===== src/rtl/core/bfid_pkg.sv =====
// Shared constants, types and channel arithmetic for the box-filter downscaler.
`timescale 1ns / 1ps
package bfid_pkg;

  localparam int MAX_OUT_WIDTH = 1024;
  localparam int COL_BITS      = $clog2(MAX_OUT_WIDTH);
  localparam int WID_BITS      = COL_BITS + 1;
  localparam int CFG_WID_BITS  = 11;
  localparam int PIX_BITS      = 8;
  localparam int CH_BITS       = 12;
  localparam int NUM_CH        = 3;
  localparam int SUM_BITS      = CH_BITS * NUM_CH;
  localparam int INV_BITS      = 16;
  localparam int FRAC_SHIFT    = 16;
  localparam int PROD_BITS     = CH_BITS + INV_BITS;
  localparam int PHASE_BITS    = 2;
  localparam int CFG_IDX_BITS  = 2;
  localparam int CFG_DATA_BITS = 16;

  localparam logic                    SCALE_SEL_RST  = 1'b1;
  localparam logic [INV_BITS-1:0]     AREA_RECIP_RST = 16'd7282;
  localparam logic [CFG_WID_BITS-1:0] OUT_WIDTH_RST  = 11'd640;

  typedef enum logic [CFG_IDX_BITS-1:0] {
    REG_SCALE_SEL  = 2'd0,
    REG_AREA_RECIP = 2'd1,
    REG_OUT_WIDTH  = 2'd2
  } bfid_reg_t;

  // One finished horizontal block sum heading for the line store.
  typedef struct packed {
    logic [COL_BITS-1:0] addr;
    logic                row_first;
    logic                row_last;
    logic                row_end;
    logic [SUM_BITS-1:0] partial;
  } bfid_col_t;

  // Per-channel add of packed 12-bit sums, each saturating at all ones.
  function automatic logic [SUM_BITS-1:0] add_packed(input logic [SUM_BITS-1:0] a,
                                                     input logic [SUM_BITS-1:0] b);
    logic [SUM_BITS-1:0] r;
    logic [CH_BITS:0]    s;
    r = '0;
    for (int c = 0; c < NUM_CH; c++) begin
      s = {1'b0, a[c*CH_BITS +: CH_BITS]} + {1'b0, b[c*CH_BITS +: CH_BITS]};
      r[c*CH_BITS +: CH_BITS] = s[CH_BITS] ? {CH_BITS{1'b1}} : s[CH_BITS-1:0];
    end
    return r;
  endfunction

endpackage


===== src/rtl/core/bfid_average.sv =====
// Block average: sum register, reciprocal multiply, shift and saturate, output register.
`timescale 1ns / 1ps
module bfid_average (
  input  logic                              clk,
  input  logic                              rst,
  input  logic                              load,
  input  logic [bfid_pkg::SUM_BITS-1:0]     sum,
  input  logic                              row_end,
  input  logic [bfid_pkg::INV_BITS-1:0]     area_recip,
  output logic                              ready,
  output logic                              out_valid,
  input  logic                              out_ready,
  output logic [3*bfid_pkg::PIX_BITS-1:0]   out_data,
  output logic                              out_last
);
  import bfid_pkg::*;

  logic                  va, vb;
  logic [SUM_BITS-1:0]   sum_a;
  logic                  last_a, last_b;
  logic [PROD_BITS-1:0]  prod_b [NUM_CH];
  logic                  ready_b, ready_c, go_a, go_b;
  logic [3*PIX_BITS-1:0] avg_b;

  assign ready_c = !out_valid || out_ready;
  assign ready_b = !vb || ready_c;
  assign ready   = !va || ready_b;
  assign go_a    = va && ready_b;
  assign go_b    = vb && ready_c;

  always_comb begin
    for (int c = 0; c < NUM_CH; c++) begin
      avg_b[c*PIX_BITS +: PIX_BITS] =
        (prod_b[c][PROD_BITS-1:FRAC_SHIFT] > (CH_BITS)'(255)) ? {PIX_BITS{1'b1}}
                                                               : prod_b[c][FRAC_SHIFT +: PIX_BITS];
    end
  end

  always_ff @(posedge clk) begin
    if (rst) begin
      va        <= 1'b0;
      vb        <= 1'b0;
      out_valid <= 1'b0;
    end else begin
      if (load)      va <= 1'b1;
      else if (go_a) va <= 1'b0;
      if (go_a)      vb <= 1'b1;
      else if (go_b) vb <= 1'b0;
      if (go_b)           out_valid <= 1'b1;
      else if (out_ready) out_valid <= 1'b0;
    end
  end

  always_ff @(posedge clk) begin
    if (load) begin
      sum_a  <= sum;
      last_a <= row_end;
    end
    if (go_a) begin
      for (int c = 0; c < NUM_CH; c++) begin
        prod_b[c] <= sum_a[c*CH_BITS +: CH_BITS] * area_recip;
      end
      last_b <= last_a;
    end
    if (go_b) begin
      out_data <= avg_b;
      out_last <= last_b;
    end
  end

  a_load_has_room: assert property (@(posedge clk) disable iff (rst)
    load |-> ready)
    else $error("sum stage loaded while full and stalled");

  a_stall_holds: assert property (@(posedge clk) disable iff (rst)
    vb && !ready_c |=> vb && $stable(last_b))
    else $error("product stage lost data under stall");

endmodule


===== config.mk =====
export PLATFORM = sky130hd
export DESIGN_NAME = bfid_average
export DESIGN_NICKNAME = d
export VERILOG_FILES = /design/src/rtl/core/bfid_pkg.sv /design/src/rtl/core/bfid_average.sv
export SDC_FILE = /design/constraint.sdc
export NUM_CORES = 1
export LEC_CHECK = 0
export BUFFER_PORTS_ARGS = -buffer_cell sky130_fd_sc_hd__buf_2
export CAP_MARGIN = 20
export CORE_AREA = 2 2 187 280
export CTS_CLUSTER_DIAMETER = 60
export CTS_CLUSTER_SIZE = 28
export DETAILED_ROUTE_END_ITERATION = 7
export DIE_AREA = 0 0 189 282
export PLACE_DENSITY = 0.52
export SYNTH_ARGS = -nofsm -noshare
export SYNTH_HDL_FRONTEND = slang
export SYNTH_SLANG_ARGS = --single-unit

===== constraint.sdc =====
create_clock -name clk -period 9.5 [get_ports clk]
set_input_delay 0.95 -clock clk [delete_from_list [all_inputs] [get_ports clk]]
set_output_delay 0.95 -clock clk [all_outputs]
set_load 0.01 [all_outputs]

### Word-level counts from Yosys, hierarchy flattened

Memories as Yosys holds them, arrays and structs flattened.
Cells that the tools add are included.

* memories: 1
* register bits after elaboration: 66
* memory bits (writable): 84
* input bits: 57
* output and inout port bits: 27
* logic and storage cells: 36

Memories
* prod_b: depth 3, bits a word 28, read ports 3, clocked after Yosys merged registers in 0, write ports 3, RTL line bfid_average.sv:21 `logic [PROD_BITS-1:0] prod_b [NUM_CH];`

* $lt $le $gt $ge: 3
* multipliers: 3
* mux-type cells: 8
* reduce and logical (&&, ||, !) cells: 11

Operators with widths (number)
* 12-bit by 16-bit multiplier with 28-bit output: 3
* 12-bit by 8-bit greater-than comparator with 1-bit output (second input constant): 3
* 1-bit two-way mux: 8
* 2-bit nonzero test: 3
* 1-bit zero test: 3
* 1-bit logical OR: 3
* 1-bit logical AND: 2

### Depth between registers and ports, before layout

* word-level depth: 6
* mapped depth: 22
* mapped depth without buffers: 20

### Least setup slack after synthesis

No wires, ideal clock.

* kind: input port to flip-flop
* from: input port area_recip[7] (netlist bit)
* to: memory prod_b[0][55] (netlist bit) (data pin)
* setup time: 0.262 ns
* stages on the path: 20
* data required time: 9.238 ns
* buffers on the path: 2
* slack: 3.315 ns
* arrival: 5.923 ns
* cells stage by stage: clkbuf_1 > clkbuf_1 > nand2_1 > fa_1 > fa_1 > fa_1 > inv_1 > fa_1 > inv_1 > fa_1 > inv_1 > ha_1 > and4_1 > a221oi_1 > o21ai_0 > o21ai_0 > o211ai_1 > a31oi_1 > o221ai_1 > xnor2_1

RTL lines
* from (decl): RTL line bfid_average.sv:9 `input logic [bfid_pkg::INV_BITS-1:0] area_recip,`
* to (decl): RTL line bfid_average.sv:21

==> impl_metrics.toml <==
[synthesis]
synth_top_family_by_area = "adder cells"
syn_area_mm2 = 0.0201
synth_area_per_cell_um2 = 9.53
synth-xor-area-share_pct = 1.57
ys_seq_elements = 102
synthArstFlopShare_pct = 0
postSynthNetCount = 2769
synth-simple-area-share_pct = 16.0
synth_area_leaders = "fa_1 (42%), edfxtp_1 (15%), ha_1 (12%)"
synth_top_area_share_pct = 41.5
synth-edff-count = 99
ys.flop_type = "edfxtp_1"
seq_area_frac_synth_pct = 15.1
synth_cell_types = 51
synthCells = 2109
synth.area.mux_share_pct = 0
synth_compound_area_share_pct = 3.19
synth_area_leader_cell = "fa_1"
synthAdderAreaFrac_pct = 53.1
ys_warn_count = 0

[clock_network]
worstSkewPairLatency_ps = 410
ctsRootBufferMaster = "clkbuf_16"
cts_buffers = 9
cts_setup_buffers = 0
clkTransAtPathRegs_ps = 90
cts_tree = "yes"
cts_resized = 0
cts.sinks = 102
cts_max_path_buffers = 2
holdBufCountCts = 0
cts-htree-levels = 3

[power_and_ir_drop]
swShare_pct = 48.7
netSwitchingPower_mw = 3.06
p_seq_share_pct = 14.2
clockPowerShare_pct = 6.7
p_comb_share_pct = 79.2
internal_power_mw = 3.22
p_leak_nw = 10.7
peakVddDrop_mv = 0.246
power.density_mw_per_mm2 = 293

[finish]
layout_common_cells = "inv_1 (497), fa_1 (417), nand2_1 (389)"
n_fill_cell = 4986
num-nets-final = 2776
fin_util_pct = 42.3
antenna_cells = 0
final_common_cell = "inv_1"
drive_gt1_share_pct = 5.75
area_growth_pct = 6.47

[place]
routabilityCongestion = 0.794
dp_hpwl_um = 33700
io_buffer_count = 83
placement.setup.worst_slack_ps = 2470

[timing]
period_needed_ps = 6630
rsz0062_at_grt = "false"
hold_viol_final = 0
tightest_slew_ps = 922
min_period_over_period_pct = 69.8
worst_slack_ps = 2870
tns_ps = 0
hold_ws_ps = 427
final_max_slew_viol_count = 0
max_freq_mhz = 151
clock_skew_ps = 16.3
slew-limit-headroom_pct = 38.4
setup_violations = 0

[route]
ant_nets = 0
drc = 0
vias = 13600
firstDrtPassIters = 4
wl_per_cell_um = 15.7
finalWirelength_um = 43700
drt_iter0_markers = 472
vias_per_cell = 4.88

[die]
core_mm2 = 0.0507
num_rows = 101
die_x_um = 189
fp.dieArea_mm2 = 0.0533
ios = 84
start_util_pct = 39.7
fp.dieH_um = 282

[worst_hold_path]
hp-start = "last_a"
hold_class = "reg2reg"

[setup_path]
reg2reg_from = "sum_a[15]"
start_kind = "input port"
path_max_fanout = 36
worst_ep_required_time_ps = 9660
end_kind = "flop"
worstSetupPathType = "in2reg"
cp.arrival_ps = 6790
cp-startpoint = "area_recip[6]"

[global_routing]
grt_pass1_wl_um = 75300
overflow = 0
grt_pass1_vias = 15300
grt_max_degree = 39
antenna_found_initial = 0
grt_usage_pct = 18.0

[status]
outcome = "finished clean"

[flow_run]
max-cap-violations = 0
registers in the layout (all words and copies together) (netlist names):
register and flops:
last_b 1, last_a 1, sum_a 36, out_last 1, va 1, out_valid 1
prod_b 36, vb 1, out_data 24
power groups by stage:
| stage | Combinational (mW) | Sequential (mW) | Clock [mW] |
|---|---|---|---|
| 6_report | 4.97 | 0.889 | 0.419 |
| 5_1_grt | 5.88 | 0.902 | 0.450 |
| 4_1_cts | 5.10 | 0.888 | 0.437 |
| 3_5_place_dp | 5.04 | 0.897 | 0 |
| 3_3_place_gp | 4.95 | 0.896 | 0 |
| 2_1_floorplan | 3.98 | 0.840 | 0 |
worst max-delay path, stage by stage:
cell,delay [ps]
buf_2,590
nand2_1,180
fa_1,480
fa_1,520
fa_1,540
inv_1,50
fa_1,480
inv_1,50
fa_1,470
inv_1,40
ha_1,290
and4_1,200
a221oi_1,230
o21ai_0,120
o21ai_0,500
o211ai_1,270
a31oi_1,440
o221ai_1,200
xnor2_1,170
metal layers:
layer,up-vias,track usage (%),share of wire (%)
li1,6243,-,-
met1,7141,21.9,41
met4,0,5.29,2.2
met3,32,2.19,3.3
met5,-,0,0
met2,198,33.1,54
logic make-up after synthesis:
kind of cell | Yosys count
simple gates | 676
compound gates | 97
fa+ha+maj | 603
buf+inv | 595
xor+xnor | 36
flops | 102
path summary, 6_finish.rpt:
| check | to | slack [ps] | cells after the start |
|---|---|---|---|
| hold / removal | last_b | 430 | 0 |
| setup reg to reg | prod_b[0][55] | 3250 | 18 |
| setup / recovery | prod_b[0][55] | 2870 | 19 |
| hold reg to reg | last_b | 430 | 0 |
synthesized netlist by cell type (3+ instances only):
cell type	count
nand2_1	389
nor2_1	18
inv_1	497
or3_1	3
edfxtp_1	99
clkbuf_1	97
nand2b_1	28
and2_1	190
xor2_1	12
dfxtp_1	3
xnor2_1	24
nor3_1	10
a21oi_1	30
ha_1	186
o21ai_0	18
nand3_1	10
a21o_1	16
nand4_1	4
a31oi_1	4
nor2b_1	4
and3_1	6
nor4_1	3
fa_1	417
a211oi_1	5
through the flow:
stage / std cells / total power, mW / cell area (um^2)
CTS: 2790 / 6.43 / 21400
detailed placement: 2774 / 5.94 / 21100
finish: 2790 / 6.28 / 21400
global route: 2790 / 7.23 / 21400
global placement: 2774 / 5.85 / 21100
floorplan: 2109 / 4.82 / 20100
layout make-up:
| class | instances | area [um^2] | share of cell area, % |
|---|---|---|---|
| tap | 669 | 837 | 3.91 |
| clock inverter | 7 | 91.3 | 0.427 |
| clock buffer | 9 | 225 | 1.05 |
| timing repair buffer | 94 | 498 | 2.33 |
| sequential | 102 | 3030 | 14.2 |
| multi-input combinational | 1412 | 14900 | 69.4 |
| inverter | 497 | 1870 | 8.71 |
Note: power is estimated with default switching activity, not from simulation.
