[config.mk]
export PLATFORM = sky130hd
export DESIGN_NAME = bfid_front
export DESIGN_NICKNAME = d
export VERILOG_FILES = /design/src/rtl/core/bfid_pkg.sv /design/src/rtl/core/bfid_front.sv
export SDC_FILE = /design/constraint.sdc
export NUM_CORES = 1
export LEC_CHECK = 0
export ABC_AREA = 1
export BUFFER_PORTS_ARGS = -buffer_cell sky130_fd_sc_hd__buf_2
export CORE_ASPECT_RATIO = 0.9
export CORE_UTILIZATION = 41
export CTS_CLUSTER_SIZE = 16
export DETAILED_ROUTE_END_ITERATION = 12
export HOLD_SLACK_MARGIN = 0.12
export PLACE_DENSITY = 0.63
export SLEW_MARGIN = 40
export SYNTH_ARGS = -nofsm -noshare
export SYNTH_HDL_FRONTEND = slang
export SYNTH_SLANG_ARGS = --single-unit
export TNS_END_PERCENT = 20
[constraint.sdc]
create_clock -name clk -period 4.6 [get_ports clk]
set_input_delay 0.23 -clock clk [delete_from_list [all_inputs] [get_ports clk]]
set_output_delay 0.23 -clock clk [all_outputs]
set_load 0.02 [all_outputs]
[src/rtl/core/bfid_pkg.sv]
// Shared constants, types and channel arithmetic for the box-filter downscaler.
`timescale 1ns / 1ps
package bfid_pkg;

  localparam int MAX_OUT_WIDTH = 1024;
  localparam int COL_BITS      = $clog2(MAX_OUT_WIDTH);
  localparam int WID_BITS      = COL_BITS + 1;
  localparam int CFG_WID_BITS  = 11;
  localparam int PIX_BITS      = 8;
  localparam int CH_BITS       = 12;
  localparam int NUM_CH        = 3;
  localparam int SUM_BITS      = CH_BITS * NUM_CH;
  localparam int INV_BITS      = 16;
  localparam int FRAC_SHIFT    = 16;
  localparam int PROD_BITS     = CH_BITS + INV_BITS;
  localparam int PHASE_BITS    = 2;
  localparam int CFG_IDX_BITS  = 2;
  localparam int CFG_DATA_BITS = 16;

  localparam logic                    SCALE_SEL_RST  = 1'b1;
  localparam logic [INV_BITS-1:0]     AREA_RECIP_RST = 16'd7282;
  localparam logic [CFG_WID_BITS-1:0] OUT_WIDTH_RST  = 11'd640;

  typedef enum logic [CFG_IDX_BITS-1:0] {
    REG_SCALE_SEL  = 2'd0,
    REG_AREA_RECIP = 2'd1,
    REG_OUT_WIDTH  = 2'd2
  } bfid_reg_t;

  // One finished horizontal block sum heading for the line store.
  typedef struct packed {
    logic [COL_BITS-1:0] addr;
    logic                row_first;
    logic                row_last;
    logic                row_end;
    logic [SUM_BITS-1:0] partial;
  } bfid_col_t;

  // Per-channel add of packed 12-bit sums, each saturating at all ones.
  function automatic logic [SUM_BITS-1:0] add_packed(input logic [SUM_BITS-1:0] a,
                                                     input logic [SUM_BITS-1:0] b);
    logic [SUM_BITS-1:0] r;
    logic [CH_BITS:0]    s;
    r = '0;
    for (int c = 0; c < NUM_CH; c++) begin
      s = {1'b0, a[c*CH_BITS +: CH_BITS]} + {1'b0, b[c*CH_BITS +: CH_BITS]};
      r[c*CH_BITS +: CH_BITS] = s[CH_BITS] ? {CH_BITS{1'b1}} : s[CH_BITS-1:0];
    end
    return r;
  endfunction

endpackage

[src/rtl/core/bfid_front.sv]
// Input-side counters: column/row phase, output column and horizontal partial sum.
`timescale 1ns / 1ps
module bfid_front (
  input  logic                              clk,
  input  logic                              rst,
  input  logic                              accept,
  input  logic                              frame_start,
  input  logic [bfid_pkg::PIX_BITS-1:0]     red,
  input  logic [bfid_pkg::PIX_BITS-1:0]     green,
  input  logic [bfid_pkg::PIX_BITS-1:0]     blue,
  input  logic                              scale_sel,
  input  logic [bfid_pkg::WID_BITS-1:0]     eff_width,
  output logic                              col_event,
  output bfid_pkg::bfid_col_t               col_info
);
  import bfid_pkg::*;

  logic [PHASE_BITS-1:0] col_phase, row_phase;
  logic [COL_BITS-1:0]   out_column;
  logic [SUM_BITS-1:0]   row_partial;

  logic [PHASE_BITS-1:0] cp0, rp0, last_idx;
  logic [COL_BITS-1:0]   col_raw, col0;
  logic [WID_BITS-1:0]   col_inc;
  logic                  wrap, row_last;
  logic [SUM_BITS-1:0]   pix, row_partial_next;

  always_comb begin
    cp0      = frame_start ? '0 : col_phase;
    rp0      = frame_start ? '0 : row_phase;
    col_raw  = frame_start ? '0 : out_column;
    // width lowered mid-row: restart the column count
    col0     = ({1'b0, col_raw} >= eff_width) ? '0 : col_raw;
    last_idx = scale_sel ? PHASE_BITS'(2) : PHASE_BITS'(1);
    col_event = (cp0 >= last_idx);
    row_last  = (rp0 >= last_idx);
    col_inc   = {1'b0, col0} + WID_BITS'(1);
    wrap      = (col_inc >= eff_width);
    pix = {4'b0000, blue, 4'b0000, green, 4'b0000, red};
    row_partial_next = (cp0 == '0) ? pix : add_packed(row_partial, pix);

    col_info.addr      = col0;
    col_info.row_first = (rp0 == '0);
    col_info.row_last  = row_last;
    col_info.row_end   = wrap;
    col_info.partial   = row_partial_next;
  end

  always_ff @(posedge clk) begin
    if (rst) begin
      col_phase   <= '0;
      row_phase   <= '0;
      out_column  <= '0;
      row_partial <= '0;
    end else if (accept) begin
      row_partial <= row_partial_next;
      if (col_event) begin
        col_phase  <= '0;
        out_column <= wrap ? '0 : col_inc[COL_BITS-1:0];
        if (wrap) begin
          row_phase <= row_last ? '0 : rp0 + PHASE_BITS'(1);
        end else begin
          row_phase <= rp0;
        end
      end else begin
        col_phase  <= cp0 + PHASE_BITS'(1);
        out_column <= col0;
        row_phase  <= rp0;
      end
    end
  end

  a_row_end_wraps: assert property (@(posedge clk) disable iff (rst)
    accept && col_event && wrap |=> out_column == '0)
    else $error("column did not wrap after row end");

  a_idle_holds: assert property (@(posedge clk) disable iff (rst)
    !accept |=> $stable(out_column) && $stable(col_phase) && $stable(row_phase))
    else $error("counters moved without an accepted pixel");

endmodule

Yosys cells after proc, flatten, opt, wreduce, memory -nomap -nowiden
Cells that the tools add are included.
Widths: inputs -> output; s select.
{"block": "word_totals", "ff_bits": 50, "inputBits": 40, "out_inout_bits": 50, "word_cells": 31}
{"block": "op_classes", "addsub": 6, "order_cmp": 4, "n_mux": 15, "n_reduce_logical": 2}
{"op": "$mux 10", "count": 4}
{"op": "$add 12x8->13", "count": 3}
{"op": "$mux 12", "count": 3}
{"op": "$mux 36", "count": 1}
{"op": "$mux 2", "count": 7}
{"op": "$add 10x1->11 const B", "count": 1}
{"op": "$ge 10x11->1", "count": 1}
{"op": "$ge 11x11->1", "count": 1}
{"op": "$add 2x1->2 const B", "count": 2}
{"op": "$ge 2x2->1", "count": 2}
{"op": "$logic_not 2->1", "count": 2}

Longest topological paths before layout
{"block": "logic_depth", "ltp_word": 7, "depth_mapped": 27, "depth_no_buf": 27}

Worst setup path before layout
OpenSTA, ideal clock, no wires.
{"block": "synth_path", "path_kind": "input -> register", "startpoint": "input frame_start", "endpoint": "register out_column[0]", "setup_time_ns": 0.123, "arrival_time_ns": 3.819, "t_required_ns": 4.477, "path_slack_ns": 0.658, "stages": 23, "n_path_buf": 1, "cell_sequence": "buf_2 -> nor2_1 -> ha_1 -> nand2_2 -> inv_2 -> nand2_2 -> nand2_1 -> nand2_2 -> nand4_1 -> nor3_1 -> ha_1 -> nand3_1 -> nor2_2 -> nand3_1 -> and2_1 -> ha_1 -> nand2_1 -> o21ai_0 -> a21oi_1 -> nand4_1 -> clkinv_1 -> o211ai_1 -> a21oi_1"}
{"element": "from (decl)", "line": "bfid_front.sv:7", "source": "input logic frame_start,"}
{"element": "to (signal assigned)", "line": "bfid_front.sv:59", "source": "out_column <= wrap ? '0 : col_inc[COL_BITS-1:0];"}
{"element": "to (signal assigned)", "line": "bfid_front.sv:67", "source": "out_column <= col0;"}
{"element": "to (decl)", "line": "bfid_front.sv:19", "source": "logic [COL_BITS-1:0] out_column;"}

==> impl_metrics.yaml <==
outcome:
  status: "finished clean"
yosys:
  synth_top_cell_by_area: "dfxtp_1"
  ys_types: 47
  synth_edf_count: 0
  postSynthCellCount: 707
  yosysSeqAreaShare: 0.215
  syn_nets: 802
  synthFlopType: "dfxtp_1"
  synth_top_area_frac: 0.215
  postSynthAreaPerCell_um2: 6.60
  yosys_warnings: 0
  syn_area_um2: 4670
  ys_seq_elements: 50
  ys_async_sr_fraction: 0
  synth.area.top_cells: "dfxtp_1 (21%), ha_1 (14%), nand2_1 (9.9%)"
floorplan:
  io_pins: 90
  core-area_um2: 10900
  rows: 36
  dieArea_um2: 11800
  die_y_um: 103
  initial_core_util: 0.426
  die_w_um: 114
timing:
  slew_viol_final: 0
  hold-worst-slack_ns: 0.197
  setup_viol: 0
  grt_setup_unrepaired: "false"
  hold_viol: 0
  fin_crit_sh: 0.920
  max_freq_mhz: 236
  period_minus_slack_ns: 4.23
  fin_skew_ns: 0.00914
  relSlewSlack: 0.612
  worst_pin_slew_ns: 0.581
  setup_tns_ns: 0
  postLayoutSetupSlackWorst_ns: 0.370
power:
  power_density_nw_per_um2: 254
  ir_drop_uv: 139
  p_leak_uw: 0.00284
finish:
  insertedDiodeCount: 0
  drive_above_1_share: 0.189
  area_growth_syn_to_layout_pct: 15.5
  n_fill_cell: 1141
  fin_util: 0.492
  fin_nets: 877
  final_cell_mix: "nand2_1 (123), inv_1 (109), buf_2 (89)"
  fin_cells: 935
  layout_commonest_cell: "nand2_1"
place:
  dp_slack_ns: 0.372
  port_buffers: 89
  placedCellCount: 927
  gp_congestion: 0.873
  dpl.hpwl_mm: 9.38
worst_setup_path:
  slowest_stage: "dfxtp_1"
  cp_max_fo: 5
  critPathKind: "flip-flop to primary output"
  timing.rr.end: "out_column[0]"
  cp-end-kind: "primary output"
  path_cells: "inv_1 > nor2_1 > ha_1 > nand2_1 > inv_1 > nand4_1 > nand4_1 > nor3_2 > ha_1 > nand3_1 > nor2_2 > nand2_1 > nor3_1 > ha_1 > a21oi_1 > o21ai_0 > a21oi_1 > nand3_1 > buf_2"
  crit_top_cell: "ha_1"
  slowest_delay_ns: 0.33
  cp-startpoint: "out_column[1]"
  crit_required_ns: 4.37
  crit_arrival_ns: 4.00
  critPathLaunchType: "flip-flop"
  rrSetupSlack_ns: 0.47
  r2r_start: "out_column[1]"
  r2r_cells: 21
  cp-endpoint: "col_info[36]"
grt:
  track_usage: 0.208
  grt_pass1_vias: 4356
  antenna_found_initial: 0
  overflow: 0
  grt_max_degree: 63
  grt_pass1_wl_mm: 20.0
cts:
  cts_tree: "done"
  path_clk_slew_ns: 0.07
  hold_buffers: 0
  clock-sinks: 50
  cts_buffers: 5
  clk_path_buf_depth: 2
  root_buffer: "clkbuf_16"
  clock_latency_ns: 0.29
  postCtsSetupRepairBufs: 0
  cts-htree-levels: 2
drt:
  drc: 0
  wl_per_cell_um: 12.9
  num_vias: 4769
  viasPerCell: 5.10
  dr.pass1.iters: 5
  ant_nets: 0
  wirelength_mm: 12.0
  drt_iter0_drc: 187
hold_path:
  hold_start: "rst"
  hold_class: "input port to flip-flop"
run:
  drv_cap: 0
==> cells in the mapped netlist (2+ instances only) <==
master,n
xor2_1,12
nand3_1,43
o22ai_1,8
o211ai_2,2
nand2_2,12
buf_2,3
a22oi_1,2
buf_4,2
nand4_1,11
nand2_1,123
clkbuf_1,15
nand3b_1,3
dfxtp_1,50
a21oi_2,4
a21oi_1,73
buf_1,3
and2_1,3
nor2_1,36
o211ai_1,2
xnor2_1,8
inv_2,4
ha_1,52
nor2_4,4
o21ai_0,73
a31oi_1,5
inv_1,110
o21ai_1,9
nor3_1,5
and2_4,2
nand3_2,2
a21o_1,2
or2_2,3
fa_1,3
nor2_2,5
==> state kept, by name, summed over array words and instances, names as in the netlist <==
name and count:
col_phase 2, out_column 10, row_phase 2, row_partial 36
==> report_power, final <==
group / switching [uW] / internal (uW) / leakage, uW / total (uW)
clock: 172 / 257 / 0.0000760 / 429
sequential: 20.1 / 463 / 0.000414 / 483
combinational: 294 / 166 / 0.00235 / 459
==> repair_timing <==
item / CTS / global route
resized for setup: 0 / 2
hold endpoints to repair: 0 / 0
setup endpoints to repair: 0 / 1
==> logic make-up after synthesis <==
family / synth area share
xor+xnor: 0.0375
compound gates: 0.217
simple gates: 0.262
flops: 0.215
buf+inv: 0.117
fa+ha+maj: 0.152
==> layout make-up <==
type | instances | area [um2] | share of cell area
Multi-Input combinational cell | 518 | 3130 | 0.580
Sequential cell | 50 | 1000 | 0.186
Clock inverter | 3 | 45.0 | 0.00836
Inverter | 115 | 432 | 0.0801
Timing Repair Buffer | 92 | 468 | 0.0868
Clock buffer | 5 | 125 | 0.0232
Tap cell | 152 | 190 | 0.0353
==> worst min path at each step <==
| stage | endpoint | slack [ns] | cells after the start |
|---|---|---|---|
| after global routing | out_column[0] | 0.20 | 2 |
| after CTS | out_column[0] | 0.19 | 2 |
| final | out_column[0] | 0.20 | 2 |
| after floorplan | out_column[0] | 0.30 | 1 |
| after detailed placement | out_column[0] | 0.46 | 2 |
| after global placement | out_column[0] | 0.46 | 2 |
==> metal layers <==
layer  GRT usage  vias up  part of all wire
met2       0.340      124              0.45
met3      0.0355        4             0.054
met1       0.290     2150              0.49
met4      0.0420        0            0.0048
met5           0        -                 0
li1            -     2491                 -
==> critical path, delay by kind of cell (launching register included) <==
kind	cells	cell delay (ns)
and+or+nand+nor	10	1.77
adders and majority gates	3	0.86
AOI/OAI and AO/OA	3	0.42
DFF	1	0.33
buffers and inverters	3	0.31
==> metrics by stage <==
step | instance area, um2 | power (uW)
floorplan | 4670 | 825
global placement | 5210 | 938
global route | 5390 | 1470
detailed placement | 5210 | 947
finish | 5390 | 1370
CTS | 5380 | 1380
Note: power is estimated with default switching activity, not from simulation.
